File: src/design/slr_pkg.sv
// ----------------------------------------------------------------------------
// slr_pkg: shared types and constants for the slope line rasteriser
// Coordinate width, stream word layout, sequencer states and the structs
// passed between the divider, the slope stepper and the top level.
// ----------------------------------------------------------------------------
package slr_pkg;

    localparam int COORD_W       = 6;
    localparam int COORD_MAX     = (2 ** COORD_W) - 1;
    localparam int GRID_SIZE_DEF = 64;

    // four coordinates in, packed from the lowest bit up
    localparam int S_TDATA_W = 24;
    // pixel_x, pixel_y, padded to whole bytes
    localparam int M_TDATA_W = 16;

    typedef logic [COORD_W-1:0] coord_t;

    typedef enum logic [2:0] {
        ST_IDLE,
        ST_DIV,
        ST_VERT,
        ST_HORZ,
        ST_SLOPE
    } slr_state_t;

    // divider result, valid for one cycle when done is high
    typedef struct packed {
        logic   done;
        coord_t quo;
        coord_t rmd;
    } div_res_t;

    // slope stepper control
    typedef struct packed {
        logic load;
        logic step;
    } dda_ctl_t;

endpackage

File: src/design/slr_div.sv
// ----------------------------------------------------------------------------
// slr_div: bit-serial restoring divider
// Produces one quotient bit per cycle, MSB first; the dividend register
// shifts out dividend bits and shifts in quotient bits.
// ----------------------------------------------------------------------------
module slr_div
    import slr_pkg::*;
(
    input  logic     aclk,
    input  logic     aresetn,
    input  logic     start,
    input  coord_t   dividend,
    input  coord_t   divisor,
    output div_res_t res
);

    localparam int CNT_W = $clog2(COORD_W + 1);

    logic [CNT_W-1:0] cnt_reg, cnt_next;
    logic             done_reg, done_next;
    coord_t           dvd_reg, dvd_next;
    coord_t           dvs_reg, dvs_next;
    coord_t           rem_reg, rem_next;
    logic [COORD_W:0] partial;
    logic             qbit;

    always_comb begin
        partial   = {rem_reg, dvd_reg[COORD_W-1]};
        qbit      = (partial >= {1'b0, dvs_reg});
        cnt_next  = cnt_reg;
        done_next = 1'b0;
        dvd_next  = dvd_reg;
        dvs_next  = dvs_reg;
        rem_next  = rem_reg;
        if (start) begin
            cnt_next = CNT_W'(COORD_W);
            dvd_next = dividend;
            dvs_next = divisor;
            rem_next = '0;
        end else if (cnt_reg != '0) begin
            cnt_next  = cnt_reg - 1'b1;
            done_next = (cnt_reg == CNT_W'(1));
            dvd_next  = {dvd_reg[COORD_W-2:0], qbit};
            rem_next  = qbit ? COORD_W'(partial - {1'b0, dvs_reg})
                             : partial[COORD_W-1:0];
        end
    end

    always_ff @(posedge aclk) begin
        if (!aresetn) begin
            cnt_reg  <= '0;
            done_reg <= 1'b0;
        end else begin
            cnt_reg  <= cnt_next;
            done_reg <= done_next;
        end
        dvd_reg <= dvd_next;
        dvs_reg <= dvs_next;
        rem_reg <= rem_next;
    end

    assign res.done = done_reg;
    assign res.quo  = dvd_reg;
    assign res.rmd  = rem_reg;

endmodule

File: src/design/slr_dda.sv
// ----------------------------------------------------------------------------
// slr_dda: slope stepper
// Holds the current row and the fractional remainder; each step adds the
// floored whole part of dy/dx and carries when the remainder wraps.
// ----------------------------------------------------------------------------
module slr_dda
    import slr_pkg::*;
(
    input  logic     aclk,
    input  dda_ctl_t ctl,
    input  coord_t   y_init,
    input  coord_t   quo,
    input  coord_t   rmd,
    input  logic     dy_neg,
    input  coord_t   dx,
    output coord_t   y_out
);

    coord_t           y_reg, y_next;
    coord_t           acc_reg, acc_next;
    coord_t           inc_reg, inc_next;
    coord_t           frac_reg, frac_next;
    logic [COORD_W:0] sum;

    always_comb begin
        sum       = {1'b0, acc_reg} + {1'b0, frac_reg};
        y_next    = y_reg;
        acc_next  = acc_reg;
        inc_next  = inc_reg;
        frac_next = frac_reg;
        if (ctl.load) begin
            // floor of a negative quotient: one further down when inexact
            y_next   = y_init;
            acc_next = '0;
            if (dy_neg && (rmd != '0)) begin
                inc_next  = ~quo;
                frac_next = dx - rmd;
            end else if (dy_neg) begin
                inc_next  = -quo;
                frac_next = '0;
            end else begin
                inc_next  = quo;
                frac_next = rmd;
            end
        end else if (ctl.step) begin
            if (sum >= {1'b0, dx}) begin
                acc_next = COORD_W'(sum - {1'b0, dx});
                y_next   = y_reg + inc_reg + 1'b1;
            end else begin
                acc_next = sum[COORD_W-1:0];
                y_next   = y_reg + inc_reg;
            end
        end
    end

    always_ff @(posedge aclk) begin
        y_reg    <= y_next;
        acc_reg  <= acc_next;
        inc_reg  <= inc_next;
        frac_reg <= frac_next;
    end

    assign y_out = y_reg;

endmodule

File: src/design/slope_line_rasterizer.sv
// ----------------------------------------------------------------------------
// slope_line_rasterizer: line segment to pixel stream
// Takes one segment per input word and streams out the pixels to set.
// ----------------------------------------------------------------------------
// Usage
//   s_ channel: one word per segment, both endpoints as pixel coordinates.
//   m_ channel: one word per pixel; m_tlast marks the final pixel of a segment.
//   Vertical segments walk y upwards, horizontal ones walk x upwards, and a
//   single point comes out twice (vertical pass, then horizontal pass).
//   Any other segment gives one pixel per column, x ascending, with the row
//   on the exact line through both endpoints, rounded down.
// Sequence
//   Sloped segment: the word is taken, the bit-serial divider forms |dy|/dx
//   (one quotient bit a cycle), the stepper is loaded, then one pixel a
//   cycle while the m_ side does not stall.
//   Straight segment or point: one pixel a cycle from the walk state, while
//   the m_ side does not stall.
// Reset and stall
//   aresetn (synchronous, active low) empties the output register and returns
//   the sequencer to idle. A stalled m_ side holds the word and freezes the
//   walk; s_tready rises again as soon as the final pixel is registered.
// ----------------------------------------------------------------------------
module slope_line_rasterizer
    import slr_pkg::*;
#(
    parameter int GRID_SIZE = GRID_SIZE_DEF
) (
    input  logic                 aclk,
    input  logic                 aresetn,
    // x_start [5:0], y_start [11:6], x_end [17:12], y_end [23:18]
    input  logic [S_TDATA_W-1:0] s_tdata,
    input  logic                 s_tvalid,
    output logic                 s_tready,
    // pixel_x [5:0], pixel_y [11:6], zero [15:12]
    output logic [M_TDATA_W-1:0] m_tdata,
    output logic                 m_tvalid,
    input  logic                 m_tready,
    // last_pixel
    output logic                 m_tlast
);

    // coordinates at or above the grid saturate to its last pixel
    localparam int     CLAMP_MAX = (GRID_SIZE - 1 < COORD_MAX) ? GRID_SIZE - 1 : COORD_MAX;
    localparam coord_t CLAMP_VAL = COORD_W'(CLAMP_MAX);

    slr_state_t state_reg, state_next;

    // captured segment
    coord_t cnt_reg;
    coord_t lo_x_reg, hi_x_reg, hi_y_reg;
    coord_t col_reg, row_reg, y0_reg, dx_reg;
    logic   horz_reg, dy_neg_reg;

    // output word register
    logic   m_tvalid_reg;
    coord_t px_reg, py_reg;
    logic   last_reg;

    coord_t xs_c, ys_c, xe_c, ye_c;
    coord_t lo_x_c, hi_x_c, lo_y_c, hi_y_c;
    logic   vert_c, horz_c, x_up_c, dy_neg_c;
    logic   s_accept, slot_free, emit, end_walk;
    coord_t px, py;
    logic   plast;

    div_res_t div_res;
    dda_ctl_t dda_ctl;
    coord_t   dda_y;

    // ---- input decode -------------------------------------------------------
    always_comb begin
        xs_c = (s_tdata[COORD_W-1:0] > CLAMP_VAL) ? CLAMP_VAL : s_tdata[COORD_W-1:0];
        ys_c = (s_tdata[2*COORD_W-1:COORD_W] > CLAMP_VAL) ? CLAMP_VAL
                                                          : s_tdata[2*COORD_W-1:COORD_W];
        xe_c = (s_tdata[3*COORD_W-1:2*COORD_W] > CLAMP_VAL) ? CLAMP_VAL
                                                            : s_tdata[3*COORD_W-1:2*COORD_W];
        ye_c = (s_tdata[4*COORD_W-1:3*COORD_W] > CLAMP_VAL) ? CLAMP_VAL
                                                            : s_tdata[4*COORD_W-1:3*COORD_W];
        x_up_c   = (xs_c < xe_c);
        lo_x_c   = x_up_c ? xs_c : xe_c;
        hi_x_c   = x_up_c ? xe_c : xs_c;
        lo_y_c   = (ys_c < ye_c) ? ys_c : ye_c;
        hi_y_c   = (ys_c < ye_c) ? ye_c : ys_c;
        vert_c   = (xs_c == xe_c);
        horz_c   = (ys_c == ye_c);
        // sign of dy once dx is made positive
        dy_neg_c = x_up_c ? (ye_c < ys_c) : (ys_c < ye_c);
    end

    assign s_tready  = (state_reg == ST_IDLE);
    assign s_accept  = s_tvalid && s_tready;
    assign slot_free = !m_tvalid_reg || m_tready;

    // ---- sequencer: next state ----------------------------------------------
    always_comb begin
        state_next = state_reg;
        unique case (state_reg)
            ST_IDLE: begin
                if (s_accept) begin
                    if (vert_c) begin
                        state_next = ST_VERT;
                    end else if (horz_c) begin
                        state_next = ST_HORZ;
                    end else begin
                        state_next = ST_DIV;
                    end
                end
            end
            ST_DIV: begin
                if (div_res.done) begin
                    state_next = ST_SLOPE;
                end
            end
            ST_VERT: begin
                if (emit && end_walk) begin
                    state_next = horz_reg ? ST_HORZ : ST_IDLE;
                end
            end
            ST_HORZ, ST_SLOPE: begin
                if (emit && end_walk) begin
                    state_next = ST_IDLE;
                end
            end
            default: state_next = ST_IDLE;
        endcase
    end

    // ---- sequencer: outputs -------------------------------------------------
    always_comb begin
        emit         = 1'b0;
        end_walk     = 1'b0;
        px           = cnt_reg;
        py           = row_reg;
        plast        = 1'b0;
        dda_ctl.load = 1'b0;
        dda_ctl.step = 1'b0;
        unique case (state_reg)
            ST_IDLE: begin
            end
            ST_DIV: begin
                dda_ctl.load = div_res.done;
            end
            ST_VERT: begin
                emit     = slot_free;
                end_walk = (cnt_reg == hi_y_reg);
                px       = col_reg;
                py       = cnt_reg;
                // a point also takes the horizontal pass, which ends it
                plast    = end_walk && !horz_reg;
            end
            ST_HORZ: begin
                emit     = slot_free;
                end_walk = (cnt_reg == hi_x_reg);
                plast    = end_walk;
            end
            ST_SLOPE: begin
                emit         = slot_free;
                end_walk     = (cnt_reg == hi_x_reg);
                py           = dda_y;
                plast        = end_walk;
                dda_ctl.step = slot_free;
            end
            default: begin
            end
        endcase
    end

    // ---- registers ----------------------------------------------------------
    always_ff @(posedge aclk) begin
        if (!aresetn) begin
            state_reg    <= ST_IDLE;
            m_tvalid_reg <= 1'b0;
        end else begin
            state_reg <= state_next;
            if (emit) begin
                m_tvalid_reg <= 1'b1;
            end else if (m_tready) begin
                m_tvalid_reg <= 1'b0;
            end
        end

        if (emit) begin
            px_reg   <= px;
            py_reg   <= py;
            last_reg <= plast;
        end

        if (s_accept) begin
            lo_x_reg   <= lo_x_c;
            hi_x_reg   <= hi_x_c;
            hi_y_reg   <= hi_y_c;
            col_reg    <= xs_c;
            row_reg    <= ys_c;
            y0_reg     <= x_up_c ? ys_c : ye_c;
            dx_reg     <= hi_x_c - lo_x_c;
            horz_reg   <= horz_c;
            dy_neg_reg <= dy_neg_c;
            cnt_reg    <= vert_c ? lo_y_c : lo_x_c;
        end else if (emit) begin
            if ((state_reg == ST_VERT) && end_walk) begin
                cnt_reg <= lo_x_reg;
            end else begin
                cnt_reg <= cnt_reg + 1'b1;
            end
        end
    end

    // ---- slope: |dy| / dx, then one step per column -------------------------
    slr_div u_div (
        .aclk     (aclk),
        .aresetn  (aresetn),
        .start    (s_accept && !vert_c && !horz_c),
        .dividend (hi_y_c - lo_y_c),
        .divisor  (hi_x_c - lo_x_c),
        .res      (div_res)
    );

    slr_dda u_dda (
        .aclk   (aclk),
        .ctl    (dda_ctl),
        .y_init (y0_reg),
        .quo    (div_res.quo),
        .rmd    (div_res.rmd),
        .dy_neg (dy_neg_reg),
        .dx     (dx_reg),
        .y_out  (dda_y)
    );

    assign m_tvalid = m_tvalid_reg;
    assign m_tdata  = {{(M_TDATA_W - 2*COORD_W){1'b0}}, py_reg, px_reg};
    assign m_tlast  = last_reg;

endmodule

File: config.mk
export PLATFORM = sky130hd
export DESIGN_NAME = slope_line_rasterizer
export DESIGN_NICKNAME = d
export VERILOG_FILES = /design/src/design/slr_pkg.sv /design/src/design/slr_div.sv /design/src/design/slr_dda.sv /design/src/design/slope_line_rasterizer.sv
export SDC_FILE = /design/constraint.sdc
export NUM_CORES = 1
export LEC_CHECK = 0
export ABC_AREA = 1
export BUFFER_PORTS_ARGS = -buffer_cell sky130_fd_sc_hd__buf_2
export CAP_MARGIN = 10
export CORE_MARGIN = 2
export CORE_UTILIZATION = 55
export CTS_CLUSTER_DIAMETER = 150
export CTS_CLUSTER_SIZE = 25
export DETAILED_ROUTE_END_ITERATION = 6
export HOLD_SLACK_MARGIN = 0.08
export PLACE_DENSITY_LB_ADDON = 0.25
export SETUP_SLACK_MARGIN = 0.15
export SLEW_MARGIN = 40
export SYNTH_ARGS = -nofsm -noshare
export SYNTH_HDL_FRONTEND = slang
export SYNTH_SLANG_ARGS = --single-unit
File: constraint.sdc
create_clock -name aclk -period 3.55 [get_ports aclk]
set_clock_uncertainty 0.15 [all_clocks]
set_input_delay 0.355 -clock aclk [delete_from_list [all_inputs] [get_ports aclk]]
set_output_delay 0.355 -clock aclk [all_outputs]
set_load 0.01 [all_outputs]
**After elaboration in Yosys (flattened, before gate mapping)**

Cells that the tools add are included.

- Muxes and demuxes: 44
- Add/subtract/negate cells: 11
- Order comparisons: 9
- Eq/ne operators: 13
- Bitwise logic cells: 3
- Reductions and logical operators: 24

Operators by type and width:

| operator | count |
|---|---|
| $mux 6 | 25 |
| $sub 6x6->6 | 5 |
| $eq 6x6->1 | 4 |
| $gt 6x6->1 const B | 4 |
| $lt 6x6->1 | 3 |
| $mux 3 | 6 |
| $ge 7x6->1 | 2 |
| $add 6x1->6 const B | 2 |
| $pmux 3 s4 | 1 |
| $pmux 6 s2 | 1 |
| $reduce_bool 2->1 | 4 |
| $add 6x6->7 | 1 |
| $logic_and 1x1->1 | 7 |
| $add 6x6->6 | 1 |
| $eq 3x1->1 const B | 2 |
| $eq 3x2->1 const B | 2 |
| $mux 1 | 6 |
| $mux 2 | 3 |
| $ne 2x1->1 const B | 3 |
| $neg 6->6 | 1 |
| $not 6->6 | 1 |
| $reduce_bool 6->1 | 1 |
| $reduce_or 3->1 | 2 |
| $logic_not 1->1 | 4 |
| other kinds (10) | 13 |

- Bits in registers: 113

**Depth between registers and ports, before layout**

- Depth after elaboration: 7
- Mapped depth: 19
- Depth with buffers taken out: 19

**Cells and area by module**

A second synthesis with hierarchy kept.

- Cell total of the unflattened synthesis: 918
- Area, all modules: 7581.0 um2

By module, submodules not included:

| module | instances | area each (um2) | cells each | sequential area each (um2) |
|---|---|---|---|---|
| slope_line_rasterizer | 1 | 4175.3 | 470 | 1971.9 |
| slr_dda | 1 | 2170.8 | 293 | 660.6 |
| slr_div | 1 | 1234.9 | 155 | 560.5 |

**Least setup slack after synthesis**

OpenSTA, ideal clock, no wires.

- Kind: reg2reg
- Start: register u_dda.frac_reg[0]
- End: register u_dda.y_reg[5], in the netlist u_dda.y_out[5] (data pin)
- Slack: 0.576 ns
- Path buffers: 0
- Clock period less this slack: 2.974 ns
- Arrival: 2.570 ns
- Required time: 3.146 ns
- Stages on the path, launching flop included: 16
- Cells stage by stage: edfxtp_1 -> ha_1 -> fa_1 -> xor2_1 -> ha_1 -> nand2_1 -> o21ai_1 -> nand2_1 -> nand2_1 -> a21oi_1 -> o21bai_2 -> inv_1 -> nor2_2 -> nand4_1 -> nand3_1 -> nand2_1

- Longest elaborated chain between the ends: 5

RTL lines:

| what | line | RTL |
|---|---|---|
| start, declared | slr_dda.sv:22 | `coord_t frac_reg, frac_next;` |
| start signal, assigned | slr_dda.sv:60 | `frac_reg <= frac_next;` |
| $add 6x6->7 | slr_dda.sv:26 | `sum = {1'b0, acc_reg} + {1'b0, frac_reg};` |
| $ge 7x6->1 | slr_dda.sv:46 | `if (sum >= {1'b0, dx}) begin` |
| $mux 6 | slr_dda.sv:46 |  |
| $mux 6 | slr_dda.sv:45 | `end else if (ctl.step) begin` |
| $mux 6 | slr_dda.sv:31 | `if (ctl.load) begin` |
| named net u_dda.y_next[5] | slr_dda.sv:19 | `coord_t y_reg, y_next;` |
| end signal, assigned | slr_dda.sv:57 | `y_reg <= y_next;` |
| end, declared | slr_dda.sv:19 |  |

The timed path passes the listed nets, and every way through them passes these cells. The select of a mux whose other input is x is not followed.
A chain may end at the register's enable or synchronous reset.

**Worst setup path in the final report**

Ends and elaborated chain as after synthesis.

==> out/results.txt <==
outcome - finished, final reports clean
Site Rows - 41
cell taking the most area after synthesis - edfxtp_1
Root Buffer - clkbuf_16
Seq cells post-synth - 113
wire per inst - 15.53 um
ys async rst share - 0%
CP Data Required Time - 3.57 ns
Peak VDD IR - 0.3948 mV
fmax - 0.3100 GHz
Hold Slack - 0.1349 ns
Buffers on Ports - 42
Avg Vias per Cell - 5.322
# diodes - 0
largest net degree at the start of global routing - 56
# IOs - 47
share of the synthesized area in the top cell type - 39.73%
Mapped Area - 0.007029 mm^2
worst min-delay path class - in2reg
Finish-stage setup viols - 0
Netlist cell types - 44
core area - 0.01257 mm^2
Commonest cells post-synth - nand2_1 (163), inv_1 (118), edfxtp_1 (93)
vias in the first global route - 5202
placed cells - 989
clock sinks - 113
Post-synth top flop - edfxtp_1
DR iter-0 viols - 494
via count - 5514
RSZ-0062 raised after global routing - true
final hold vios - 0
hold_sp - s_tdata[22]
non-filler instance count after layout - 1036
Crit. End Element - register
Post-synth EDFFs - 93
Max-cap violations - 0
fin crit share - 90.88%
Worst Setup SP - u_dda.frac_reg[0]$_DFFE_PP_
YS warnings - 0
Reg2Reg Launch Point - u_dda.frac_reg[0]$_DFFE_PP_
max-slew violation count - 0
CP Launch Type - register
drt drc - 0
Placement Setup Slack - 0.2655 ns
CP max FO - 5
DP HPWL - 12.50 mm
die area - 0.01370 mm^2
area grow syn2layout - 15.45%
top area cells in the synthesized netlist - edfxtp_1 (40%), nand2_1 (8.7%), ha_1 (8.0%)
Final GP Congestion - 0.9055
Antenna Nets Post-Route - 0
worst-margin pin slew - 0.6560 ns
Power Dens Cells - 705.5 mW/mm^2
initial antenna violation count - 1
Tmin final - 3.226 ns
Setup WS post-layout - 0.3239 ns
CTS max path bufs - 2
most frequent cell after synthesis - nand2_1
TNS Setup - 0 ns
layout cells sized above 1 - 14.24%
final net count - 929
clk_lat worst skew - 0.43 ns
final wirelength - 16.09 mm
CTS buffer count - 17
Die Ht - 117.1 um
register area share after synthesis - 45.43%
Starting Density - 55.93%
TritonCTS clock tree - built
Post-Syn Area per Cell - 8.798 um^2
Worst R2R Setup Slack - 0.32 ns
first-pass GRT wire length - 25.25 mm
drt pass-1 iters - 5
CP arrival - 3.25 ns
critical path class - reg2reg
GRT Util Overall - 24.93%
synthesized instance count - 799
Slew HR - 56.27%
Lkg Pwr - 3.651 nW
Die Wd - 117.1 um
Reg clk slew, reported paths - 0.06 ns
GRT overflow - 0
number of H-tree levels - 4
fin util - 64.57%
## worst max-delay path, stage by stage, from the launching register on
cell and delay (ns):
edfxtp_1 0.37, ha_1 0.24, fa_1 0.43, a31oi_1 0.19
xor2_1 0.17, inv_1 0.07, ha_1 0.37, nand2_1 0.09
nor2_1 0.10, nand3_1 0.09, nand2_1 0.08, o21bai_4 0.14
inv_1 0.11, nor2_2 0.14, nand4_1 0.10, nand3_1 0.10
nand2_1 0.05
## metrics by stage
stage | power (mW) | area, um^2
after floorplan | 3.422 | 7041
after global placement | 3.812 | 7345
after detailed placement | 3.909 | 7347
after CTS | 5.648 | 8074
after global routing | 6.098 | 8115
final | 5.725 | 8115
## worst paths after layout
path	end	cells after the start
max reg2reg	u_dda.y_out[5]$_DFFE_PP_	16
min	y0_reg[4]$_DFFE_PP_	3
min reg2reg	u_dda.acc_reg[2]$_SDFFE_PP0P_	2
max	u_dda.y_out[5]$_DFFE_PP_	16
## area by class of cell
type	count	area [um^2]
Clock buffer	17	425.4
Clock inverter	15	171.4
Fill cell	1062	4453
Inverter	121	454.2
Multi-Input combinational cell	534	3248
Sequential cell	113	3193
Tap cell	172	215.2
Timing Repair Buffer	64	407.9
## what timing repair did
item	in CTS	in global routing
endpoints found under the hold margin	15	0
hold buffers	13	0
gates resized for setup	0	4
setup endpoints to repair	0	7
buffers inserted	0	2
## layout by cell type, fill, tap and decap left out, drive strengths merged, types with 17 or more instances in the layout
| cell type | netlist | routed |
|---|---|---|
| nand3 | 52 | 52 |
| nor2 | 43 | 43 |
| edfxtp | 93 | 93 |
| inv | 120 | 127 |
| a21oi | 29 | 29 |
| clkbuf | 21 | 17 |
| buf | 13 | 51 |
| xor2 | 28 | 28 |
| nand2 | 176 | 176 |
| ha | 45 | 45 |
| dfxtp | 20 | 20 |
| o21ai | 74 | 74 |
## power by group
group | total [mW] | switching (mW) | internal (mW) | leakage [nW]
sequential | 1.96 | 0.186 | 1.77 | 1.05
clock | 1.72 | 0.667 | 1.05 | 0.280
combinational | 2.05 | 1.25 | 0.806 | 2.33
## routing by layer
metal / share of wire (%) / GRT usage, %
met5: 0 / 0
met4: 2.9 / 11.29
met3: 5.3 / 5.510
met2: 45 / 38.50
met1: 47 / 33.86
## cell families after synthesis
kind of cell / Yosys count / share of synthesized area, %
AND/OR/NAND/NOR: 293 / 18.74
buffers and inverters: 155 / 9.042
AO/OA/AOI/OAI: 144 / 11.91
flip-flops: 113 / 45.43
adder cells (fa/ha/maj): 50 / 9.434
XOR/XNOR: 41 / 5.109
multiplexers: 2 / 0.2848
other: 1 / 0.05335
Note: power is estimated with default switching activity, not from simulation.
